`src/hdl/fpdf_pkg.sv`:
```
// ----------------------------------------------------------------------------
// fpdf_pkg
// Shared constants, types and helpers of the fixed-point decimal formatter.
// ----------------------------------------------------------------------------
package fpdf_pkg;

  localparam int MAX_FIELD_DEF = 12;

  // conversion stops after this many digits whatever the precision
  localparam logic [4:0] DIGIT_CAP = 5'd20;

  // floor(x / 10) == (x * RECIP_10) >> RECIP_SHIFT for every 32-bit x
  localparam logic [31:0] RECIP_10    = 32'hCCCC_CCCD;
  localparam int          RECIP_SHIFT = 35;

  localparam logic [7:0] CH_SPACE = 8'h20;
  localparam logic [7:0] CH_POINT = 8'h2E;
  localparam logic [7:0] CH_ZERO  = 8'h30;
  localparam logic [7:0] CH_PLUS  = 8'h2B;
  localparam logic [7:0] CH_N     = 8'h4E;
  localparam logic [7:0] CH_A     = 8'h41;

  // commands from the controller to the datapath
  typedef struct packed {
    logic load;
    logic step;
    logic plan;
    logic emit;
  } fpdf_cmd_t;

  // status from the datapath to the controller
  typedef struct packed {
    logic conv_done;
    logic zero_width;
    logic emit_last;
  } fpdf_stat_t;

  // characters of the overflow text
  function automatic logic [7:0] nan_char(input logic [1:0] idx);
    logic [7:0] ch;
    case (idx)
      2'd0:    ch = CH_PLUS;
      2'd1:    ch = CH_N;
      2'd2:    ch = CH_A;
      default: ch = CH_N;
    endcase
    return ch;
  endfunction

endpackage

```
`src/hdl/fpdf_ctrl.sv`:
```
// ----------------------------------------------------------------------------
// fpdf_ctrl
// Sequencer of the formatter: load, digit conversion, layout, emission.
// ----------------------------------------------------------------------------
module fpdf_ctrl import fpdf_pkg::*; (
  input  logic       clk,
  input  logic       rst_n,
  input  logic       start,
  output logic       busy,
  input  fpdf_stat_t stat,
  output fpdf_cmd_t  cmd
);

  typedef enum logic [3:0] {
    ST_IDLE = 4'b0001,
    ST_CONV = 4'b0010,
    ST_PLAN = 4'b0100,
    ST_EMIT = 4'b1000
  } state_t;

  state_t state_r, state_nxt;

  always_comb begin
    state_nxt = state_r;
    cmd       = '0;
    case (state_r)
      ST_IDLE: begin
        if (start) begin
          cmd.load  = 1'b1;
          state_nxt = ST_CONV;
        end
      end
      ST_CONV: begin
        if (stat.conv_done) begin
          state_nxt = ST_PLAN;
        end else begin
          cmd.step = 1'b1;
        end
      end
      ST_PLAN: begin
        cmd.plan  = 1'b1;
        state_nxt = stat.zero_width ? ST_IDLE : ST_EMIT;
      end
      ST_EMIT: begin
        cmd.emit = 1'b1;
        if (stat.emit_last) begin
          state_nxt = ST_IDLE;
        end
      end
      default: begin
        state_nxt = ST_IDLE;
      end
    endcase
  end

  always_ff @(posedge clk) begin
    if (!rst_n) begin
      state_r <= ST_IDLE;
    end else begin
      state_r <= state_nxt;
    end
  end

  assign busy = (state_r != ST_IDLE);

`ifndef SYNTHESIS
  a_start_enters_conv: assert property (@(posedge clk) disable iff (!rst_n)
    start && !busy |=> state_r == ST_CONV)
    else $error("accepted word did not start conversion");
`endif

endmodule

```
`config.mk`:
```
export PLATFORM = sky130hd
export DESIGN_NAME = fpdf_ctrl
export DESIGN_NICKNAME = d
export VERILOG_FILES = /design/src/hdl/fpdf_pkg.sv /design/src/hdl/fpdf_ctrl.sv
export SDC_FILE = /design/constraint.sdc
export NUM_CORES = 1
export LEC_CHECK = 0
export BUFFER_PORTS_ARGS = -buffer_cell sky130_fd_sc_hd__buf_2
export CAP_MARGIN = 40
export CORE_AREA = 2 2 39 41
export DETAILED_ROUTE_END_ITERATION = 16
export DIE_AREA = 0 0 41 43
export SYNTH_ARGS = -nofsm -noshare
export SYNTH_HDL_FRONTEND = slang
export SYNTH_SLANG_ARGS = --single-unit
```
`constraint.sdc`:
```
create_clock -name clk -period 1.3 [get_ports clk]
set_clock_uncertainty 0.1 [all_clocks]
set_input_delay 0.325 -clock clk [delete_from_list [all_inputs] [get_ports clk]]
set_output_delay 0.325 -clock clk [all_outputs]
set_load 0.1 [all_outputs]
```
### Word-level counts from Yosys, hierarchy flattened

Index checks and enable logic that the tools add are counted.

| word-level totals | value |
|---|---|
| logic and storage cells | 21 |
| bits of input ports | 6 |
| flip-flop bits (word level) | 4 |
| output and inout port bits | 5 |

| operators by class | value |
|---|---|
| reduce and logical (&&, ||, !) cells | 1 |
| multiplexer cells | 11 |
| equality and inequality tests | 8 |

Operators by type and width:

| operator | number |
|---|---|
| two-way mux 4 bit | 4 |
| one-hot mux 4 bit (4 select lines) | 1 |
| two-way mux 1 bit | 6 |
| != test 2 bit (second input constant) | 3 |
| equality test 4 x 1 -> 1 bit (second input constant) | 1 |
| equality test 4 x 2 -> 1 bit (second input constant) | 1 |
| equality test 4 x 3 -> 1 bit (second input constant) | 1 |
| equality test 4 bit (second input constant) | 1 |
| != test 4 x 1 -> 1 bit (second input constant) | 1 |
| AND reduction 3 bit | 1 |

### Longest topological paths before layout

Gate-level depths: netlist of the first run.

| logic depth | value |
|---|---|
| word-level depth | 3 |
| depth in mapped cells | 4 |
| mapped depth without buffers | 3 |

### Worst setup path after synthesis of the first run

OpenSTA, ideal clock, no wires.

| timing | value |
|---|---|
| path type | reg2out |
| start | reg state_r[2] |
| end | out cmd[0] (netlist name) |
| path slack | -2.032 ns |
| arrival time | 2.907 ns |
| cell stages (with the launch flop) | 4 |
| data required time | 0.875 ns |
| path buffers | 1 |
| cell sequence | dfxtp_1 or2_1 clkbuf_1 nor3b_1 |

RTL lines:

| element | RTL line | text |
|---|---|---|
| start: declaration | fpdf_ctrl.sv:21 | `state_t state_r, state_nxt;` |
| start signal: assignment | fpdf_ctrl.sv:60 | `state_r <= state_nxt;` |
| end: declaration | fpdf_ctrl.sv:11 | `output fpdf_cmd_t cmd` |

==> results of run 1 <==
through the flow:
stage	power [W]	worst slack (ns)	utilization	instance area, µm²	TNS [ns]
after floorplan	0.000318	-0.738	-	256	-3.41
after global placement	0.000393	-0.336	0.309	428	-2.27
after detailed placement	0.000395	-0.334	0.309	428	-2.30
after CTS	0.000615	-0.585	0.360	498	-3.48
after global routing	0.000654	-0.611	0.385	533	-3.97
final	0.000626	-0.586	0.385	533	-3.54
power by group through the flow:
stage                     Sequential [W]  Combinational [W]  Clock, W
after global placement          0.000146           0.000248         0
after global routing            0.000148           0.000347  0.000159
after floorplan                 0.000146           0.000171         0
final                           0.000145           0.000332  0.000149
after detailed placement        0.000147           0.000248         0
after CTS                       0.000145           0.000315  0.000154
area by class of cell:
class | count | area [µm²] | area share
Sequential cell | 4 | 87.6 | 0.164
Timing Repair Buffer | 19 | 216 | 0.406
Tap cell | 16 | 20.0 | 0.0376
Multi-Input combinational cell | 17 | 175 | 0.329
Inverter | 2 | 11.3 | 0.0211
Clock buffer | 3 | 22.5 | 0.0423
layer usage:
layer  GRT usage  vias to the layer above  share of wire
met5           0                        -              0
met4      0.0800                        0          0.028
met3      0.0157                        2          0.065
met2       0.138                       10           0.51
met1       0.105                      117           0.40
li1            -                      132              -
repair_timing:
| action | CTS | global route |
|---|---|---|
| pin swaps | 3 | 5 |
| endpoints found under the setup margin | 9 | 9 |
| cloned | 0 | 0 |
| setup buffers | 2 | 1 |
| resized for setup | 7 | 8 |
path summary, 6_finish.rpt:
| path | startpoint | to | slack [ns] |
|---|---|---|---|
| worst min register to register | state_r[1] | state_r[2] | 0.40 |
| worst max register to register | state_r[1] | state_r[0] | -0.29 |
| worst min-delay path | rst_n | state_r[0] | 0.21 |
| worst max-delay path | state_r[1] | cmd[3] | -0.59 |
critical path: stages, from the launching register on:
cell and delay [ns]:
dfxtp_4 0.35, or4b_4 0.56, nor2_4 0.14, buf_12 0.18
cell families after synthesis:
group | synth area share
AND/OR/NAND/NOR | 0.382
AO/OA/AOI/OAI | 0.188
flip-flops | 0.344
buffers and inverters | 0.0484
XOR/XNOR | 0.0376
cells in the final DEF (no fill, tap or decap), drive strengths merged, types with 2 or more instances in the layout:
cell	n
dfxtp	4
or3b	2
or4b	2
buf	19
nor2	2
clkbuf	3
==> metrics, run 1 <==
outcome=complete, but fails checks; failing checks=setup timing; standard-cell row count=14; Reg with most FFs=state_r; Leakage=0.208 nW; sequential share of power=0.232; via count=261; CTS tree=done; GP Congestion=between 0.7 and 0.8; CTS sink count=4; Net Sw Frac=0.367; PortBufs=10; Synth top cells by count=dfxtp_1 (4), inv_1 (2), or3b_1 (2); Critical Path Start Type=register; Final nets=53; layout cells sized above 1=0.778; Max Cap Violations=0; clock buffer depth=2; Antenna Violating Nets Remaining=0; Avg WL per Cell=9.82 µm; Req. time, crit path=0.88 ns; ANT cells=0; sequential share of the synthesized area=0.344; H-tree Lvls=1; DR DRC count=0; cell count after placement=55; leading area contributor after synthesis=dfxtp_1; Slew HR=0.826; top-area cell type share of the netlist area=0.344; first-pass GRT wire length=1.05 mm; crit share post-route=1.45; Mapped Nets=30; die area=1760 µm²; initial antenna violation count=0; Die Wd=41 µm; total CTS buffers=3; hold depth=2; kind of critical path=register to output pin; Initial DRC Count=0; max reg flops=4; Synth Flop Type=dfxtp_1; cells after synthesis=24; number of synthesized flops with an enable pin=0; Setup crit end kind=output pin; asr flop ratio synth=0; worst min path class=primary input to register; crit path max fanout=5; PwrDens=1180 nW/µm²; dpl hpwl=482 µm; vias per cell=4.28; register bit total from synthesis=4; Synth Warn #=0; Non-Filler Instances=61; Netlist Area Pre-Place=233 µm²; unrepaired setup endpoints after global routing=true; total track usage=0.0922; Skew-Pair Late Insertion Delay=0.23 ns; CP Data Arrival Time=between 1 and 1.5 ns; Worst-path clk slew=0.04 ns; Pint=0.000396 W; maximum VDD drop=around 0.00071 V; clock network fraction of design power=0.238; combinational fraction of design power=0.530; Least-Margin Pin Slew=0.260 ns; worst hold slack=0.211 ns; clock root buffer=clkbuf_4; global route overflow=0; fin crit period=1.89 ns; max frequency=530 MHz; Final Max Tran Viols=0; IO Count=11; final hold viol count=0; Area Growth Syn to Fin=129%; Mapped Avg Cell Area=9.70 µm²; # fillers=142; Area contributors post-synth=dfxtp_1 (34%), or3b_1 (7.5%), or4b_4 (5.9%); die height=43 µm; Final setup viols=9; TritonRoute pass-1 iters=1; vias in the first global route=about 260; top-count cell post-synth=dfxtp_1; biggest regs=state_r: 4 flops; final WL=around 600 µm; placeable core region=1380 µm²; fin worst setup slack=-0.586 ns; Yosys cell types=19; FF-to-FF path depth=4; largest net degree at the start of global routing=8; initial core utilization=0.168; # hold bufs at CTS=0; sw power=0.000230 W
(Power assumes the default switching activity.)
==> run 2, diff against run 1 <==
==> constraint.sdc (replaced) <==
create_clock -name clk -period 1.81 [get_ports clk]
set_clock_uncertainty 0.1 [all_clocks]
set_input_delay 0.4525 -clock clk [delete_from_list [all_inputs] [get_ports clk]]
set_output_delay 0.4525 -clock clk [all_outputs]
set_load 0.1 [all_outputs]
==> metrics, run 2 (synthesis results as in run 1) <==
outcome=complete, but fails checks; failing checks=setup timing; global route overflow=0 (unchanged); first-pass GRT wire length=1.13 mm (+7.9%); dpl ws=-0.0146 ns (+0.319 ns); CP Data Arrival Time=1.44 ns (-0.02 ns); biggest regs=state_r: 4 flops; FF-to-FF path depth=5 (+1); crit path max fanout=3 (-2); die area=1760 µm² (unchanged); CP Depth=2 (-1); clock root buffer=clkbuf_4; Worst-path clk slew=0.04 ns (about the same); Final nets=49 (-7.5%); Least-Margin Pin Slew=0.491 ns (+0.231 ns); Area Growth Syn to Fin=95.7%; CTS tree=done; Leakage=0.173 nW (-17%); Die Wd=41 µm (unchanged); clock buffer depth=2 (unchanged); layout cells sized above 1=0.756 (-0.0217); kind of critical path=register to output pin; CTS sink count=4 (unchanged); DR DRC count=0 (unchanged); final hold viol count=0 (unchanged); PwrDens=883 nW/µm² (-25%); ANT cells=0 (unchanged); crit-path cells=or4b_4 -> buf_2; worst min path class=primary input to register; slowest stage cell, crit path=or4b_4; Avg WL per Cell=10.7 µm (+9.2%); total CTS buffers=3 (unchanged); vias per cell=4.46 (+4.1%); Initial DRC Count=1 (+1); standard-cell row count=14 (unchanged); Final setup viols=5 (-4); fin worst setup slack=-0.179 ns (+0.407 ns); cell count after placement=52 (-5.5%); dpl hpwl=451 µm (-6.6%); Critical Path Start Type=register; Slew HR=0.675 (-0.151); placeable core region=1380 µm² (unchanged); Setup crit end kind=output pin; # fillers=151 (+6.3%); CP peak stage delay=0.57 ns (about the same); Final Power=0.000402 W (-36%); crit share post-route=1.10; delay-heaviest family, CP=simple AND/OR/NAND/NOR gates; PortBufs=10 (unchanged); fin crit period=1.99 ns; hold depth=2 (unchanged); Reg with most FFs=state_r; IO Count=11 (unchanged); worst path bufs/invs=1 (unchanged); Non-Filler Instances=57 (-6.6%); TritonRoute pass-1 iters=2 (+1); Final Max Tran Viols=0 (unchanged); unrepaired setup endpoints after global routing=true; final WL=611 µm (+2.0%); GP Congestion=0.701 (-8.8%); total track usage=0.101 (+0.00832); commonest non-fill, non-tap cell in the layout=buf_2; H-tree Lvls=1 (unchanged); vias in the first global route=281 (+10%); Max Cap Violations=0 (unchanged); max reg flops=4 (unchanged); # hold bufs at CTS=0 (unchanged); maximum VDD drop=0.000271 V (-62%); die height=43 µm (unchanged); Req. time, crit path=1.26 ns (+0.38 ns); largest net degree at the start of global routing=8 (unchanged); max frequency=503 MHz; Skew-Pair Late Insertion Delay=0.24 ns (about the same); Antenna Violating Nets Remaining=0 (unchanged); via count=254 (-2.7%); initial core utilization=0.168 (unchanged); commonest cells after routing, fill and taps aside=buf_2 (6), buf_4 (5), buf_12 (4), dfxtp_2 (4), clkbuf_4 (3); initial antenna violation count=0 (unchanged); final setup TNS=-0.582 ns (+2.96 ns)
## run 2: cell count changes in the layout (fill, tap and decap cells not counted), sizes merged
cell,change
buf,-4
## run 2: worst register-to-register path: stages, from the launching register on
cell	delay [ns]
dfxtp_2	0.31
buf_4	0.13
buf_4	0.15
or3b_1	0.43
a21oi_2	0.20
o221ai_1	0.13
## run 2: what timing repair did
| action | CTS | global route |
|---|---|---|
| setup endpoints to repair | 5 | 5 |
| buffers inserted | 2 | 0 |
| pin swaps | 5 | 1 |
| resized for setup | 6 | 0 |
## run 2: path summary, 6_finish.rpt
check	startpoint	endpoint	slack [ns]
hold reg to reg	state_r[3]	state_r[2]	0.49
setup / recovery	state_r[1]	busy	-0.18
setup reg to reg	state_r[1]	state_r[0]	0.22
hold / removal	rst_n	state_r[0]	0.33
## run 2: final cells by class
type	instances	area (µm²)	area share
Sequential cell	4	85.1	0.187
Tap cell	16	20.0	0.0440
Multi-Input combinational cell	17	169	0.371
Timing Repair Buffer	15	148	0.324
Clock buffer	3	22.5	0.0495
Inverter	2	11.3	0.0247
## run 2: per-layer routing
metal | GRT usage | share of wire | vias up
li1 | - | - | 125
met1 | 0.103 | 0.38 | 121
met2 | 0.147 | 0.55 | 8
met3 | 0.0471 | 0.064 | 0
met4 | 0.0800 | 0 | 0
met5 | 0 | 0 | -
## run 2: stage by stage
stage	instance area (µm²)	hold WS, ns	util
floorplan	256	0.401	-
global placement	405	0.511	0.293
detailed placement	405	0.537	0.293
CTS	455	0.322	0.329
global route	455	0.321	0.329
finish	455	0.334	0.329
## run 2: power by group
| group | internal, W | switching [W] | leakage [nW] |
|---|---|---|---|
| Sequential | 0.0000973 | 0.00000676 | 0.0338 |
| Combinational | 0.0000695 | 0.000115 | 0.126 |
| Clock | 0.0000743 | 0.0000391 | 0.0138 |
==> run 3, diff against run 2 <==
--- a/config.mk
+++ b/config.mk
@@ -7,9 +7,13 @@
 export LEC_CHECK = 0
 export BUFFER_PORTS_ARGS = -buffer_cell sky130_fd_sc_hd__buf_2
 export CAP_MARGIN = 40
+export CELL_PAD_IN_SITES_DETAIL_PLACEMENT = 1
+export CELL_PAD_IN_SITES_GLOBAL_PLACEMENT = 1
 export CORE_AREA = 2 2 39 41
 export DETAILED_ROUTE_END_ITERATION = 16
 export DIE_AREA = 0 0 41 43
+export PLACE_DENSITY_LB_ADDON = 0.1
+export RECOVER_POWER = 50
 export SYNTH_ARGS = -nofsm -noshare
 export SYNTH_HDL_FRONTEND = slang
 export SYNTH_SLANG_ARGS = --single-unit
==> metrics, run 3 (synthesis results as in run 1) <==
outcome=complete, but fails checks; failing checks=setup timing; ANT cells=0 (unchanged); dpl hpwl=562 µm (+25%); clock root buffer=clkbuf_4; via count=259 (+2.0%); maximum VDD drop=0.000366 V (+35%); GP Congestion=0.699 (-0.24%); vias in the first global route=287 (+2.1%); crit-path cells=or4b_4 -> nor2_4 -> buf_12; initial core utilization=0.168 (unchanged); Critical Path Start Type=register; Avg WL per Cell=12.8 µm (+19%); kind of critical path=register to output pin; max reg flops=4 (unchanged); initial antenna violation count=0 (unchanged); final setup TNS=-0.742 ns (-0.160 ns); # fillers=160 (+6.0%); clock buffer depth=2 (unchanged); Final nets=50 (+2.0%); Leakage=0.183 nW (+5.4%); slowest stage cell, crit path=or4b_4; biggest regs=state_r: 4 flops; crit path max fanout=4 (+1); die height=43 µm (unchanged); vias per cell=4.47 (+0.21%); Final Max Tran Viols=0 (unchanged); H-tree Lvls=1 (unchanged); first-pass GRT wire length=1.21 mm (+7.3%); Die Wd=41 µm (unchanged); max frequency=496 MHz (-1.4%); CTS tree=done; PwrDens=879 nW/µm² (-0.45%); CP Data Arrival Time=1.46 ns (+0.02 ns); Skew-Pair Late Insertion Delay=0.24 ns (about the same); Reg with most FFs=state_r; Antenna Violating Nets Remaining=0 (unchanged); worst min path class=primary input to register; Least-Margin Pin Slew=0.238 ns (-0.253 ns); Worst-path clk slew=0.04 ns (about the same); Req. time, crit path=1.26 ns (about the same); placeable core region=1380 µm² (unchanged); crit share post-route=1.11 (+0.0151); unrepaired setup endpoints after global routing=true; Setup crit end kind=output pin; CTS sink count=4 (unchanged); delay-heaviest family, CP=simple AND/OR/NAND/NOR gates; Area Growth Syn to Fin=106%; total CTS buffers=3 (unchanged); post-route cell area=480 µm² (+5.5%); CP peak stage delay=0.55 ns (-0.02 ns); IO Count=11 (unchanged); final WL=740 µm (+21%); standard-cell row count=14 (unchanged); DR DRC count=0 (unchanged); fin worst setup slack=-0.206 ns (-0.0274 ns); commonest cells after routing, fill and taps aside=buf_2 (5), buf_12 (5), buf_4 (5), clkbuf_4 (3); layout cells sized above 1=0.714 (-0.0418); final hold viol count=0 (unchanged); FF-to-FF setup slack=0.16 ns (-0.06 ns); total track usage=0.109 (+0.00872); post-place instance area=413 µm² (+1.9%); worst path bufs/invs=1 (unchanged); largest net degree at the start of global routing=8 (unchanged); PortBufs=10 (unchanged); Slew HR=0.841 (+0.166); # hold bufs at CTS=0 (unchanged); TritonRoute pass-1 iters=2 (unchanged); die area=1760 µm² (unchanged); Initial DRC Count=3 (+2); fin crit period=2.02 ns (+0.0274 ns); Final setup viols=5 (unchanged); Max Cap Violations=0 (unchanged); global route overflow=0 (unchanged)
==> run 3: per-layer routing <==
metal  wire [µm]  global-route usage  vias up
li1            -                   -      130
met2         367               0.163       12
met4           0              0.0200        0
met5           0                   0        -
met3          65              0.0785        0
met1         308               0.125      117
==> run 3: through the flow <==
stage                     power (W)  setup slack [ns]  hold WS, ns  cells  utilization
after CTS                  0.000419            -0.217        0.350     57        0.336
after floorplan            0.000228            -0.342        0.401     24            -
after detailed placement   0.000277           -0.0151        0.549     53        0.298
final                      0.000422            -0.206        0.348     58        0.347
after global placement     0.000275           -0.0105        0.510     53        0.298
after global routing       0.000447            -0.254        0.338     58        0.347
==> run 3: final timing paths <==
| path | depth (start not counted) | start | endpoint |
|---|---|---|---|
| setup / recovery | 3 | state_r[1] | cmd[3] |
| hold / removal | 2 | rst_n | state_r[0] |
| setup reg to reg | 5 | state_r[1] | state_r[0] |
| hold reg to reg | 2 | state_r[3] | state_r[2] |
==> run 3: area by class of cell <==
cell class / instances / area (µm²) / area share
well taps: 16 / 20.0 / 0.0417
multi-input cells: 17 / 166 / 0.346
repair buffers: 16 / 174 / 0.362
clock buffers: 3 / 22.5 / 0.0469
inverters: 2 / 11.3 / 0.0234
flip-flops and latches: 4 / 86.3 / 0.180
==> run 3: power by group <==
group          internal, W  total [W]  switching [W]
sequential       0.0000961   0.000104     0.00000833
combinational    0.0000863   0.000204       0.000118
clock            0.0000744   0.000114      0.0000392
total             0.000257   0.000422       0.000166
==> run 3: timing repair <==
action / CTS / global route
gates cloned: 0 / 0
resized for setup: 8 / 2
pin swaps: 2 / 1
setup buffers: 1 / 1
setup endpoints to repair: 5 / 5
